==> src/sv/bqy_pkg.sv <==
package bqy_pkg;

    typedef struct packed {
        logic [11:0] sample_top_left;
        logic [11:0] sample_top_right;
        logic [11:0] sample_bottom_left;
        logic [11:0] sample_bottom_right;
    } quad_in_t;

    typedef struct packed {
        logic [9:0] out_top_left;
        logic [9:0] out_top_right;
        logic [9:0] out_bottom_left;
        logic [9:0] out_bottom_right;
        logic [7:0] luma;
        logic [7:0] chroma_blue;
        logic [7:0] chroma_red;
    } quad_out_t;

    // register indexes (byte address / 4)
    localparam logic [1:0] REG_SOURCE_ORDER = 2'd0;
    localparam logic [1:0] REG_SOURCE_DEPTH = 2'd1;
    localparam logic [1:0] REG_TARGET_ORDER = 2'd2;
    localparam logic [1:0] REG_TARGET_KIND  = 2'd3;

    localparam logic [1:0] DEPTH_8    = 2'd0;
    localparam logic [1:0] DEPTH_10   = 2'd1;
    localparam logic [1:0] DEPTH_12   = 2'd2;
    localparam logic [1:0] DEPTH_RSVD = 2'd3;

    localparam logic [1:0] KIND_BAYER8  = 2'd0;
    localparam logic [1:0] KIND_BAYER10 = 2'd1;
    localparam logic [1:0] KIND_YUV     = 2'd2;
    localparam logic [1:0] KIND_RSVD    = 2'd3;

    // colour slots: 0 R, 1 Gr, 2 Gb, 3 B
    localparam logic [1:0] COL_R  = 2'd0;
    localparam logic [1:0] COL_GR = 2'd1;
    localparam logic [1:0] COL_GB = 2'd2;
    localparam logic [1:0] COL_B  = 2'd3;

    localparam logic [8:0]  COEF_Y_R  = 9'd257;
    localparam logic [8:0]  COEF_Y_G  = 9'd504;
    localparam logic [8:0]  COEF_Y_B  = 9'd98;
    localparam logic [8:0]  COEF_U_R  = 9'd148;
    localparam logic [8:0]  COEF_U_G  = 9'd291;
    localparam logic [8:0]  COEF_U_B  = 9'd439;
    localparam logic [8:0]  COEF_V_R  = 9'd439;
    localparam logic [8:0]  COEF_V_G  = 9'd368;
    localparam logic [8:0]  COEF_V_B  = 9'd71;
    localparam logic [7:0]  OFFSET_Y  = 8'd16;
    localparam logic [7:0]  OFFSET_C  = 8'd128;

    // x / 4000 == (x * ceil(2^32 / 4000)) >> 32 for all |x| < 2^20
    localparam int          RECIP_SHIFT = 32;
    localparam logic [20:0] RECIP_MULT  = 21'd1073742;

    typedef logic [9:0] colour_t;
    typedef colour_t [3:0] quad_col_t;

    typedef struct packed {
        logic       valid;
        logic [1:0] kind;
        logic [1:0] target_order;
        quad_col_t  col;
    } s1_t;

    typedef struct packed {
        logic               valid;
        logic [1:0]         kind;
        quad_col_t          bayer;
        logic [19:0]        y_sum;
        logic signed [19:0] u_sum;
        logic signed [19:0] v_sum;
    } s2_t;

    typedef struct packed {
        logic adv_mid;
        logic adv_out;
    } scale_ctl_t;

    // Colour slot at a raster position for a Bayer order. The mapping is its
    // own inverse, so it also gives the raster position of a colour slot.
    function automatic logic [1:0] colour_at(input logic [1:0] order, input logic [1:0] pos);
        return order ^ pos;
    endfunction

endpackage

==> src/sv/bqy_unpack.sv <==
module bqy_unpack (
    input  logic              clk,
    input  logic              rst_n,
    input  logic              en,
    input  logic              in_fire,
    input  bqy_pkg::quad_in_t in_data,
    input  logic [1:0]        source_order,
    input  logic [1:0]        source_depth,
    input  logic [1:0]        target_order,
    input  logic [1:0]        target_kind,
    output bqy_pkg::s1_t      s1
);
    import bqy_pkg::*;

    logic [11:0] smp [4];
    colour_t     norm [4];
    s1_t         s1_reg;
    s1_t         s1_next;

    assign smp[0] = in_data.sample_top_left;
    assign smp[1] = in_data.sample_top_right;
    assign smp[2] = in_data.sample_bottom_left;
    assign smp[3] = in_data.sample_bottom_right;

    always_comb
    begin
        for (int p = 0; p < 4; p++)
        begin
            case (source_depth)
                DEPTH_8:  norm[p] = {smp[p][7:0], 2'b00};
                DEPTH_10: norm[p] = smp[p][9:0];
                default:  norm[p] = smp[p][11:2];
            endcase
        end
    end

    always_comb
    begin
        s1_next.valid        = in_fire && (source_depth != DEPTH_RSVD)
                               && (target_kind != KIND_RSVD);
        s1_next.kind         = target_kind;
        s1_next.target_order = target_order;
        for (int c = 0; c < 4; c++)
        begin
            s1_next.col[c] = norm[colour_at(source_order, 2'(c))];
        end
    end

    always_ff @(posedge clk or negedge rst_n)
    begin
        if (!rst_n)
        begin
            s1_reg <= '0;
        end
        else if (en)
        begin
            s1_reg <= s1_next;
        end
    end

    assign s1 = s1_reg;

    a_no_reserved_kind: assert property (@(posedge clk) disable iff (!rst_n)
        s1_reg.valid |-> s1_reg.kind != KIND_RSVD)
        else $error("reserved destination entered the pipeline");

endmodule

==> src/sv/bqy_matrix.sv <==
module bqy_matrix (
    input  logic         clk,
    input  logic         rst_n,
    input  logic         en,
    input  bqy_pkg::s1_t s1,
    output bqy_pkg::s2_t s2
);
    import bqy_pkg::*;

    logic [10:0]        g_pair;
    logic [19:0]        r_u;
    logic [19:0]        g_u;
    logic [19:0]        b_u;
    logic signed [20:0] r_s;
    logic signed [20:0] g_s;
    logic signed [20:0] b_s;
    colour_t            pick;
    s2_t                s2_reg;
    s2_t                s2_next;

    assign g_pair = {1'b0, s1.col[COL_GR]} + {1'b0, s1.col[COL_GB]};
    assign r_u    = {10'd0, s1.col[COL_R]};
    assign g_u    = {10'd0, g_pair[10:1]};
    assign b_u    = {10'd0, s1.col[COL_B]};
    assign r_s    = signed'({1'b0, r_u});
    assign g_s    = signed'({1'b0, g_u});
    assign b_s    = signed'({1'b0, b_u});

    always_comb
    begin
        pick          = '0;
        s2_next.valid = s1.valid;
        s2_next.kind  = s1.kind;
        s2_next.y_sum = r_u * {11'd0, COEF_Y_R} + g_u * {11'd0, COEF_Y_G}
                        + b_u * {11'd0, COEF_Y_B};
        s2_next.u_sum = 20'(b_s * signed'({12'd0, COEF_U_B})
                        - r_s * signed'({12'd0, COEF_U_R})
                        - g_s * signed'({12'd0, COEF_U_G}));
        s2_next.v_sum = 20'(r_s * signed'({12'd0, COEF_V_R})
                        - g_s * signed'({12'd0, COEF_V_G})
                        - b_s * signed'({12'd0, COEF_V_B}));
        for (int p = 0; p < 4; p++)
        begin
            pick = s1.col[colour_at(s1.target_order, 2'(p))];
            case (s1.kind)
                KIND_BAYER8:  s2_next.bayer[p] = {2'b00, pick[9:2]};
                KIND_BAYER10: s2_next.bayer[p] = pick;
                default:      s2_next.bayer[p] = '0;
            endcase
        end
    end

    always_ff @(posedge clk or negedge rst_n)
    begin
        if (!rst_n)
        begin
            s2_reg <= '0;
        end
        else if (en)
        begin
            s2_reg <= s2_next;
        end
    end

    assign s2 = s2_reg;

endmodule

==> src/sv/bqy_scale.sv <==
module bqy_scale (
    input  logic                clk,
    input  logic                rst_n,
    input  bqy_pkg::scale_ctl_t ctl,
    input  bqy_pkg::s2_t        s2,
    output logic                mid_valid,
    output logic                out_valid,
    output bqy_pkg::quad_out_t  out_data
);
    import bqy_pkg::*;

    localparam int PW = 41;

    logic        s3_valid_reg;
    logic [1:0]  s3_kind_reg;
    quad_col_t   s3_bayer_reg;
    logic [PW-1:0] s3_py_reg;
    logic [PW-1:0] s3_pu_reg;
    logic [PW-1:0] s3_pv_reg;
    logic        s3_nu_reg;
    logic        s3_nv_reg;

    logic [19:0] mag_u;
    logic [19:0] mag_v;
    logic [8:0]  q_y;
    logic [8:0]  q_u;
    logic [8:0]  q_v;

    logic      out_valid_reg;
    quad_out_t out_data_reg;
    quad_out_t out_data_next;

    function automatic logic [7:0] offset_clamp(input logic [7:0] base, input logic [8:0] q,
                                                input logic neg);
        logic signed [10:0] t;
        begin
            if (neg)
            begin
                t = signed'({3'd0, base}) - signed'({2'd0, q});
            end
            else
            begin
                t = signed'({3'd0, base}) + signed'({2'd0, q});
            end
            if (t < 0)
            begin
                return 8'd0;
            end
            else if (t > 11'sd255)
            begin
                return 8'd255;
            end
            return t[7:0];
        end
    endfunction

    // divide magnitudes, apply sign afterwards so the quotient truncates toward zero
    assign mag_u = s2.u_sum[19] ? 20'(-s2.u_sum) : s2.u_sum;
    assign mag_v = s2.v_sum[19] ? 20'(-s2.v_sum) : s2.v_sum;

    always_ff @(posedge clk or negedge rst_n)
    begin
        if (!rst_n)
        begin
            s3_valid_reg <= 1'b0;
        end
        else if (ctl.adv_mid)
        begin
            s3_valid_reg <= s2.valid;
        end
    end

    always_ff @(posedge clk)
    begin
        if (ctl.adv_mid)
        begin
            s3_kind_reg  <= s2.kind;
            s3_bayer_reg <= s2.bayer;
            s3_py_reg    <= {21'd0, s2.y_sum} * {20'd0, RECIP_MULT};
            s3_pu_reg    <= {21'd0, mag_u} * {20'd0, RECIP_MULT};
            s3_pv_reg    <= {21'd0, mag_v} * {20'd0, RECIP_MULT};
            s3_nu_reg    <= s2.u_sum[19];
            s3_nv_reg    <= s2.v_sum[19];
        end
    end

    assign q_y = s3_py_reg[RECIP_SHIFT +: 9];
    assign q_u = s3_pu_reg[RECIP_SHIFT +: 9];
    assign q_v = s3_pv_reg[RECIP_SHIFT +: 9];

    always_comb
    begin
        out_data_next.out_top_left     = s3_bayer_reg[0];
        out_data_next.out_top_right    = s3_bayer_reg[1];
        out_data_next.out_bottom_left  = s3_bayer_reg[2];
        out_data_next.out_bottom_right = s3_bayer_reg[3];
        if (s3_kind_reg == KIND_YUV)
        begin
            out_data_next.luma        = offset_clamp(OFFSET_Y, q_y, 1'b0);
            out_data_next.chroma_blue = offset_clamp(OFFSET_C, q_u, s3_nu_reg);
            out_data_next.chroma_red  = offset_clamp(OFFSET_C, q_v, s3_nv_reg);
        end
        else
        begin
            out_data_next.luma        = '0;
            out_data_next.chroma_blue = '0;
            out_data_next.chroma_red  = '0;
        end
    end

    always_ff @(posedge clk or negedge rst_n)
    begin
        if (!rst_n)
        begin
            out_valid_reg <= 1'b0;
        end
        else if (ctl.adv_out)
        begin
            out_valid_reg <= s3_valid_reg;
        end
    end

    always_ff @(posedge clk)
    begin
        if (ctl.adv_out)
        begin
            out_data_reg <= out_data_next;
        end
    end

    assign mid_valid = s3_valid_reg;
    assign out_valid = out_valid_reg;
    assign out_data  = out_data_reg;

    a_fields_exclusive: assert property (@(posedge clk) disable iff (!rst_n)
        out_valid_reg && (out_data_reg.out_top_left != 0 || out_data_reg.out_top_right != 0
            || out_data_reg.out_bottom_left != 0 || out_data_reg.out_bottom_right != 0)
        |-> out_data_reg.luma == 0 && out_data_reg.chroma_blue == 0
            && out_data_reg.chroma_red == 0)
        else $error("Bayer and YUV fields both set");

    a_mid_hold: assert property (@(posedge clk) disable iff (!rst_n)
        !ctl.adv_mid |=> s3_valid_reg && $stable(s3_py_reg) && $stable(s3_bayer_reg))
        else $error("stage 3 lost a held transaction");

endmodule

==> src/sv/bayer_quad_reorder_to_yuv_core.sv <==
// Channel  Direction  Handshake              Payload
// -------  ---------  ---------------------  ---------------------------------
// in       input      in_valid / in_stall    in_data  (bqy_pkg::quad_in_t)
// out      output     out_valid / out_stall  out_data (bqy_pkg::quad_out_t)
// cfg      input      APB psel/penable/...   four 2-bit registers at 4*i
//
// One quad per clock while out_stall is low; data passes four register
// stages from acceptance to out_valid (unpack, dot products, reciprocal
// multiply, offset/clamp with output register).
// A stalled stage holds; empty stages ahead of a stall still fill, so
// in_stall rises only when all four stages hold data and out_stall is high.
// Reserved depth or destination codes drop the transaction at stage 1.
// rst_n clears all valid bits and restores register defaults.
module bayer_quad_reorder_to_yuv_core (
    input  logic               clk,
    input  logic               rst_n,
    input  logic               in_valid,
    output logic               in_stall,
    input  bqy_pkg::quad_in_t  in_data,
    output logic               out_valid,
    input  logic               out_stall,
    output bqy_pkg::quad_out_t out_data,
    input  logic               psel,
    input  logic               penable,
    input  logic               pwrite,
    input  logic [3:0]         paddr,
    input  logic [31:0]        pwdata,
    output logic [31:0]        prdata,
    output logic               pready
);
    import bqy_pkg::*;

    logic [1:0] source_order_reg;
    logic [1:0] source_depth_reg;
    logic [1:0] target_order_reg;
    logic [1:0] target_kind_reg;
    logic       cfg_write;

    s1_t        s1;
    s2_t        s2;
    scale_ctl_t sctl;
    logic       mid_valid;
    logic       adv1;
    logic       adv2;
    logic       in_fire;

    assign pready    = 1'b1;
    assign cfg_write = psel && penable && pwrite;

    always_ff @(posedge clk or negedge rst_n)
    begin
        if (!rst_n)
        begin
            source_order_reg <= 2'd0;
            source_depth_reg <= DEPTH_10;
            target_order_reg <= 2'd0;
            target_kind_reg  <= KIND_BAYER10;
        end
        else if (cfg_write)
        begin
            case (paddr[3:2])
                REG_SOURCE_ORDER: source_order_reg <= pwdata[1:0];
                REG_SOURCE_DEPTH: source_depth_reg <= pwdata[1:0];
                REG_TARGET_ORDER: target_order_reg <= pwdata[1:0];
                REG_TARGET_KIND:  target_kind_reg  <= pwdata[1:0];
                default:          source_order_reg <= source_order_reg;
            endcase
        end
    end

    always_comb
    begin
        case (paddr[3:2])
            REG_SOURCE_ORDER: prdata = {30'd0, source_order_reg};
            REG_SOURCE_DEPTH: prdata = {30'd0, source_depth_reg};
            REG_TARGET_ORDER: prdata = {30'd0, target_order_reg};
            REG_TARGET_KIND:  prdata = {30'd0, target_kind_reg};
            default:          prdata = '0;
        endcase
    end

    // advance a stage when it is empty or the one after it advances
    assign sctl.adv_out = !out_valid || !out_stall;
    assign sctl.adv_mid = !mid_valid || sctl.adv_out;
    assign adv2         = !s2.valid || sctl.adv_mid;
    assign adv1         = !s1.valid || adv2;
    assign in_stall     = !adv1;
    assign in_fire      = in_valid && adv1;

    bqy_unpack u_unpack (
        .clk          (clk),
        .rst_n        (rst_n),
        .en           (adv1),
        .in_fire      (in_fire),
        .in_data      (in_data),
        .source_order (source_order_reg),
        .source_depth (source_depth_reg),
        .target_order (target_order_reg),
        .target_kind  (target_kind_reg),
        .s1           (s1)
    );

    bqy_matrix u_matrix (
        .clk   (clk),
        .rst_n (rst_n),
        .en    (adv2),
        .s1    (s1),
        .s2    (s2)
    );

    bqy_scale u_scale (
        .clk       (clk),
        .rst_n     (rst_n),
        .ctl       (sctl),
        .s2        (s2),
        .mid_valid (mid_valid),
        .out_valid (out_valid),
        .out_data  (out_data)
    );

    a_stall_only_when_full: assert property (@(posedge clk) disable iff (!rst_n)
        in_stall |-> out_valid && out_stall && mid_valid && s2.valid && s1.valid)
        else $error("input stalled with room in the pipeline");

endmodule
==> config.mk <==
export PLATFORM = sky130hd
export DESIGN_NAME = bayer_quad_reorder_to_yuv_core
export DESIGN_NICKNAME = d
export VERILOG_FILES = /design/src/sv/bqy_pkg.sv /design/src/sv/bqy_unpack.sv /design/src/sv/bqy_matrix.sv /design/src/sv/bqy_scale.sv /design/src/sv/bayer_quad_reorder_to_yuv_core.sv
export SDC_FILE = /design/constraint.sdc
export NUM_CORES = 2
export LEC_CHECK = 0
export BUFFER_PORTS_ARGS = -buffer_cell sky130_fd_sc_hd__buf_4
export CORE_ASPECT_RATIO = 1.5
export CORE_MARGIN = 2
export CORE_UTILIZATION = 50
export CTS_CLUSTER_SIZE = 25
export DETAILED_ROUTE_END_ITERATION = 8
export HOLD_SLACK_MARGIN = 0.02
export MAX_ROUTING_LAYER = met4
export PLACE_DENSITY = 0.76
export REMOVE_ABC_BUFFERS = 1
export SLEW_MARGIN = 20
export SYNTH_ARGS = -nofsm -noshare
export SYNTH_HDL_FRONTEND = slang
export SYNTH_SLANG_ARGS = --single-unit
==> constraint.sdc <==
create_clock -name clk -period 11.15 [get_ports clk]
set_clock_uncertainty 0.05 [all_clocks]
set_input_delay 0.5575 -clock clk [delete_from_list [all_inputs] [get_ports clk]]
set_output_delay 0.5575 -clock clk [all_outputs]
set_load 0.005 [all_outputs]
# Word level (Yosys, flattened, before mapping)
# Index checks and enable logic that the tools add are counted.
# op_classes
add_sub_neg	14
multipliers	12
n_lt_le_gt_ge	14
n_eq_ne	8
muxes	54
bitwise_logic	10
n_reduce_logical	22
# ops
op	n
binary-select mux 10 bit (select 2 bit)	8
case mux 10 bit (2 select lines)	8
case mux 32 bit (4 select lines)	1
multiplier 20 x 20 -> 40 bit (second input constant)	3
2-to-1 mux 10 bit	12
subtractor 20 bit	4
multiplier 10 x 9 -> 19 bit (second input constant)	4
2-to-1 mux 8 bit	9
2-to-1 mux 11 bit	5
multiplier 10 x 6 -> 16 bit (second input constant)	3
adder 20 bit	2
2-to-1 mux 20 bit	2
negation 20 bit	2
> comparator 11 x 9 -> 1 bit (second input constant)	3
less-than comparator 11 x 1 -> 1 bit (second input constant)	3
adder 8 x 9 -> 10 bit (first input constant)	2
subtractor 8 x 9 -> 10 bit (first input constant)	2
multiplier 10 x 7 -> 17 bit (second input constant)	1
multiplier 10 x 5 -> 15 bit (second input constant)	1
greater-or-equal comparator 3 bit (second input constant)	4
less-than comparator 2 x 3 -> 1 bit (second input constant)	4
inverter 2 -> 3 bit	4
adder 10 x 10 -> 11 bit	1
adder 5 x 9 -> 10 bit (first input constant)	1
other kinds (11)	45
# totals
regBits	386

# Depth between registers and ports, before layout
# logic_depth
ltp_word	8
mapped_depth	31
ltp_nobuf	31

# Modules after synthesis
# A second synthesis with hierarchy kept.
# hier_totals
cells_unflattened	4351
hier_area_um2	44749.2
# modules_own_cells
mod	instances	cells_each	area_per_inst_um2	seq_area_each_um2
bqy_scale	1	1942	20917.6	4103.9
bqy_matrix	1	2063	19789.0	2577.5
bqy_unpack	1	283	3382.0	1126.1
bayer_quad_reorder_to_yuv_core	1	63	660.6	202.7

# Worst setup path after synthesis
# Ideal clock, no wire load.
# synth_timing
path_kind	register -> register
from	reg u_unpack.s1_reg (netlist bit u_unpack.s1[10])
to	reg u_matrix.s2_reg (netlist bit u_matrix.s2[39])
setup_ns	0.077
arrival_time_ns	7.232
required_ns	11.023
slack_ns	3.791
stages_incl_launch_ff	31
n_path_buf	0
period_less_slack_ns	7.359
path_cell_list	dfrtp_1 and2_1 fa_1 a21o_1 a21oi_1 o21bai_1 a21oi_1 o21ai_0 a21o_1 a21oi_1 inv_1 ha_1 ha_1 inv_1 fa_1 fa_1 inv_1 ha_1 a21o_1 a31o_2 a311o_1 a31o_2 a21o_1 xnor2_1 fa_1 ha_1 or3_1 a211oi_1 o41ai_1 xor2_1 a21oi_1
# synth_between
elab_chain_cells	3
# synth_rtl
element	line_no	text
start, declared	bqy_unpack.sv:17	s1_t s1_reg;
start signal, assigned	bqy_unpack.sv:57	s1_reg <= s1_next;
adder 10 x 10 -> 11 bit	bqy_matrix.sv:21	assign g_pair = {1'b0, s1.col[COL_GR]} + {1'b0, s1.col[COL_GB]};
multiplier 10 x 9 -> 19 bit	bqy_matrix.sv:38	- g_s * signed'({12'd0, COEF_U_G}));
subtractor 20 bit	bqy_matrix.sv:38	
end signal, assigned	bqy_matrix.sv:61	s2_reg <= s2_next;
end, declared	bqy_matrix.sv:18	s2_t s2_reg;
# Every way passes these cells.
# A chain may end at the register's enable or synchronous reset.

# Worst setup path after layout
# Ends and elaborated chain as after synthesis.

==> results.txt <==
nature of the critical path endpoint - flip-flop
ant diodes - 0
RSZ-0062 raised after global routing - false
achievable frequency - 0.115 GHz
number of max-cap violations - 0
status - completed
crit share post-route - 0.778
initial drt markers - 1294
Post-synth ARST share - 0.539
most common cell in the netlist - inv_1
sequential share of the synthesized area - 0.183
vias in the first global route - 33.2k
Worst Path Arrival - 9.18 ns
clock root buffer - clkbuf_16
first-pass GRT wire length - 166000 µm
CTS tree - built
CP Class - flip-flop to flip-flop
row count - 132
synthesized cell area - 43700 µm²
CP Data Required Time - 11.66 ns
post-layout min period - 8.68 ns
setup TNS - 0 ns
area delta synth->final - 7.73%
Largest register FFs - 103
post-synth top area share - 0.250
Post-synth top flop - dfrtp_1
DRC Markers - 0
number of I/O pins - 190
Via-to-Cell Ratio - 5.47
Final setup viols - 0
Top Family by Delay on Critical Path - compound AO/OA/AOI/OAI gates
Syn Area/Cell - 9.84 µm²
Post-synth EDFFs - 135
GRT overflow - 0
largest net degree at the start of global routing - 87
largest cells by area after synthesis - ha_1 (25%), fa_1 (20%), edfxtp_1 (9.3%), dfrtp_1 (8.9%), inv_1 (8.1%)
RePlAce Congestion - 0.969
count of clock tree sinks - 293
Antenna Nets Post-Route - 0
worst slew pin tran - 1.14 ns
HP Class - input port to flip-flop
Resized cells post-CTS - 0
Critical Path Max Stage Delay - 0.58 ns
core area - 86400 µm²
CTS clock-pin slew for the worst setup and hold paths - 0.07 ns
DPL Wire Length - 85000 µm
Slowest-stage cell, CP - a21oi_1
WL final - 101000 µm
via count - 31.3k
cts bufs inserted - 30
WL/cell - 17.7 µm
Net count, final - 5964
clk_lat worst skew - 0.65 ns
synth cell count leaders - inv_1 (947), ha_1 (872), fa_1 (443)
Die H - 366 µm
Initial Util - 0.506
Final Hold Viols - 0
initial antenna violation count - 0
share of cells above drive strength 1 - 0.0679
Detailed Routing Iterations Pass 1 - 7
I/O Buffers - 126
Synth Warn # - 0
Netlist cell types - 75
clock buffer depth - 3
Total GRT Usage - 0.238
synthesized instance count - 4437
Max Slew Vio Count - 0
total die area - 89800 µm²
relative slew slack - 0.235
Bufs and invs on worst path - 3
Die X - 245 µm
#FFs+latches synth - 293
post-synth top area cell - ha_1
# H-tree levels - 1
crit path max fanout - 7
startpoint types - flip-flop
-- placed cells by master, fill, tap and decap left out, types with 17 or more instances in the layout --
| master | count |
|---|---|
| inv_1 | 947 |
| ha_1 | 872 |
| fa_1 | 443 |
| a21oi_1 | 230 |
| nand2_1 | 214 |
| o21ai_0 | 179 |
| nor2_1 | 169 |
| buf_4 | 165 |
| mux2i_1 | 162 |
| dfrtp_1 | 150 |
| edfxtp_1 | 135 |
| xnor2_1 | 128 |
| xor2_1 | 86 |
| a21o_1 | 78 |
| nor3_1 | 44 |
| nand3_1 | 43 |
| mux4_2 | 34 |
| clkbuf_16 | 32 |
| conb_1 | 31 |
| nand2b_1 | 29 |
| and3_1 | 26 |
| or3_1 | 23 |
| a211oi_1 | 23 |
| nor2b_1 | 21 |
| o31ai_1 | 20 |
| o211ai_1 | 19 |
| o21bai_1 | 18 |
| a31oi_1 | 17 |
-- timing repair --
action	4_1_cts	5_1_grt
setup endpoints to repair	0	0
buffers inserted	0	0
hold buffers	1	0
endpoints found under the hold margin	24	0
-- worst register-to-register path: cells and delay by family (launching register included) --
kind,cells,cell delay [ns]
AO/OA/AOI/OAI,15,3.45
adder cells (fa/ha/maj),8,3.23
XOR/XNOR,2,0.34
AND/OR/NAND/NOR,2,0.56
buffers and inverters,3,0.54
flip-flops,1,0.43
-- layer usage --
| metal | global-route usage | up-vias | share of wire |
|---|---|---|---|
| li1 | - | 15000 | - |
| met1 | 0.247 | 15300 | 0.36 |
| met3 | 0.0205 | 272 | 0.036 |
| met2 | 0.448 | 676 | 0.54 |
| met4 | 0.114 | 0 | 0.056 |
| met5 | - | - | 0 |
-- final cells by class --
type / count / area, µm²
Fill cell: 7549 / 39300
Multi-Input combinational cell: 3118 / 31800
Sequential cell: 293 / 8020
Inverter: 948 / 3560
Tap cell: 1139 / 1430
Timing Repair Buffer: 167 / 1260
Clock buffer: 39 / 857
Clock inverter: 15 / 183
-- per-stage QoR --
step | util | instance area [µm²] | hold slack (ns) | std cells | setup slack [ns]
6_report | 0.545 | 47100 | 0.0680 | 5719 | 2.47
5_1_grt | 0.545 | 47100 | 0.0654 | 5719 | 2.06
4_1_cts | 0.545 | 47100 | 0.0320 | 5719 | 2.53
3_5_place_dp | 0.533 | 46000 | 0.355 | 5664 | 2.59
3_3_place_gp | 0.533 | 46000 | 0.352 | 5664 | 2.63
2_1_floorplan | - | 43300 | 0.212 | 4359 | 2.61
-- worst paths after layout --
| check | startpoint | end | slack (ns) | cells after the start |
|---|---|---|---|---|
| setup reg to reg | u_unpack.s1[10] | u_matrix.s2[39] | 2.47 | 30 |
| hold reg to reg | u_scale.out_data_next[47] | u_scale.out_data[47] | 0.37 | 0 |
| min in group asynchronous | rst_n | u_matrix.s2[73] | 0.29 | 2 |
| max in group asynchronous | rst_n | source_order_reg[0] | 9.43 | 3 |
| hold / removal | in_valid | u_unpack.s1[44] | 0.07 | 2 |
| setup / recovery | u_unpack.s1[10] | u_matrix.s2[39] | 2.47 | 30 |
-- cells by family (layout without fill, tap and decap cells) --
group / count (synthesis) / in the layout / share of synthesized area
adders and majority gates: 1315 / 1315 / 0.453
buffers and inverters: 1055 / 1169 / 0.0933
AOI/OAI and AO/OA: 682 / 682 / 0.0958
and+or+nand+nor: 664 / 664 / 0.0730
DFF: 293 / 293 / 0.183
xor gates and xnor gates: 217 / 217 / 0.0435
muxes: 209 / 209 / 0.0580
other: 2 / 31 / 0.000172
Power is not shown: default switching activity piles up to over one toggle a cycle in this logic, so the estimate is an artifact.
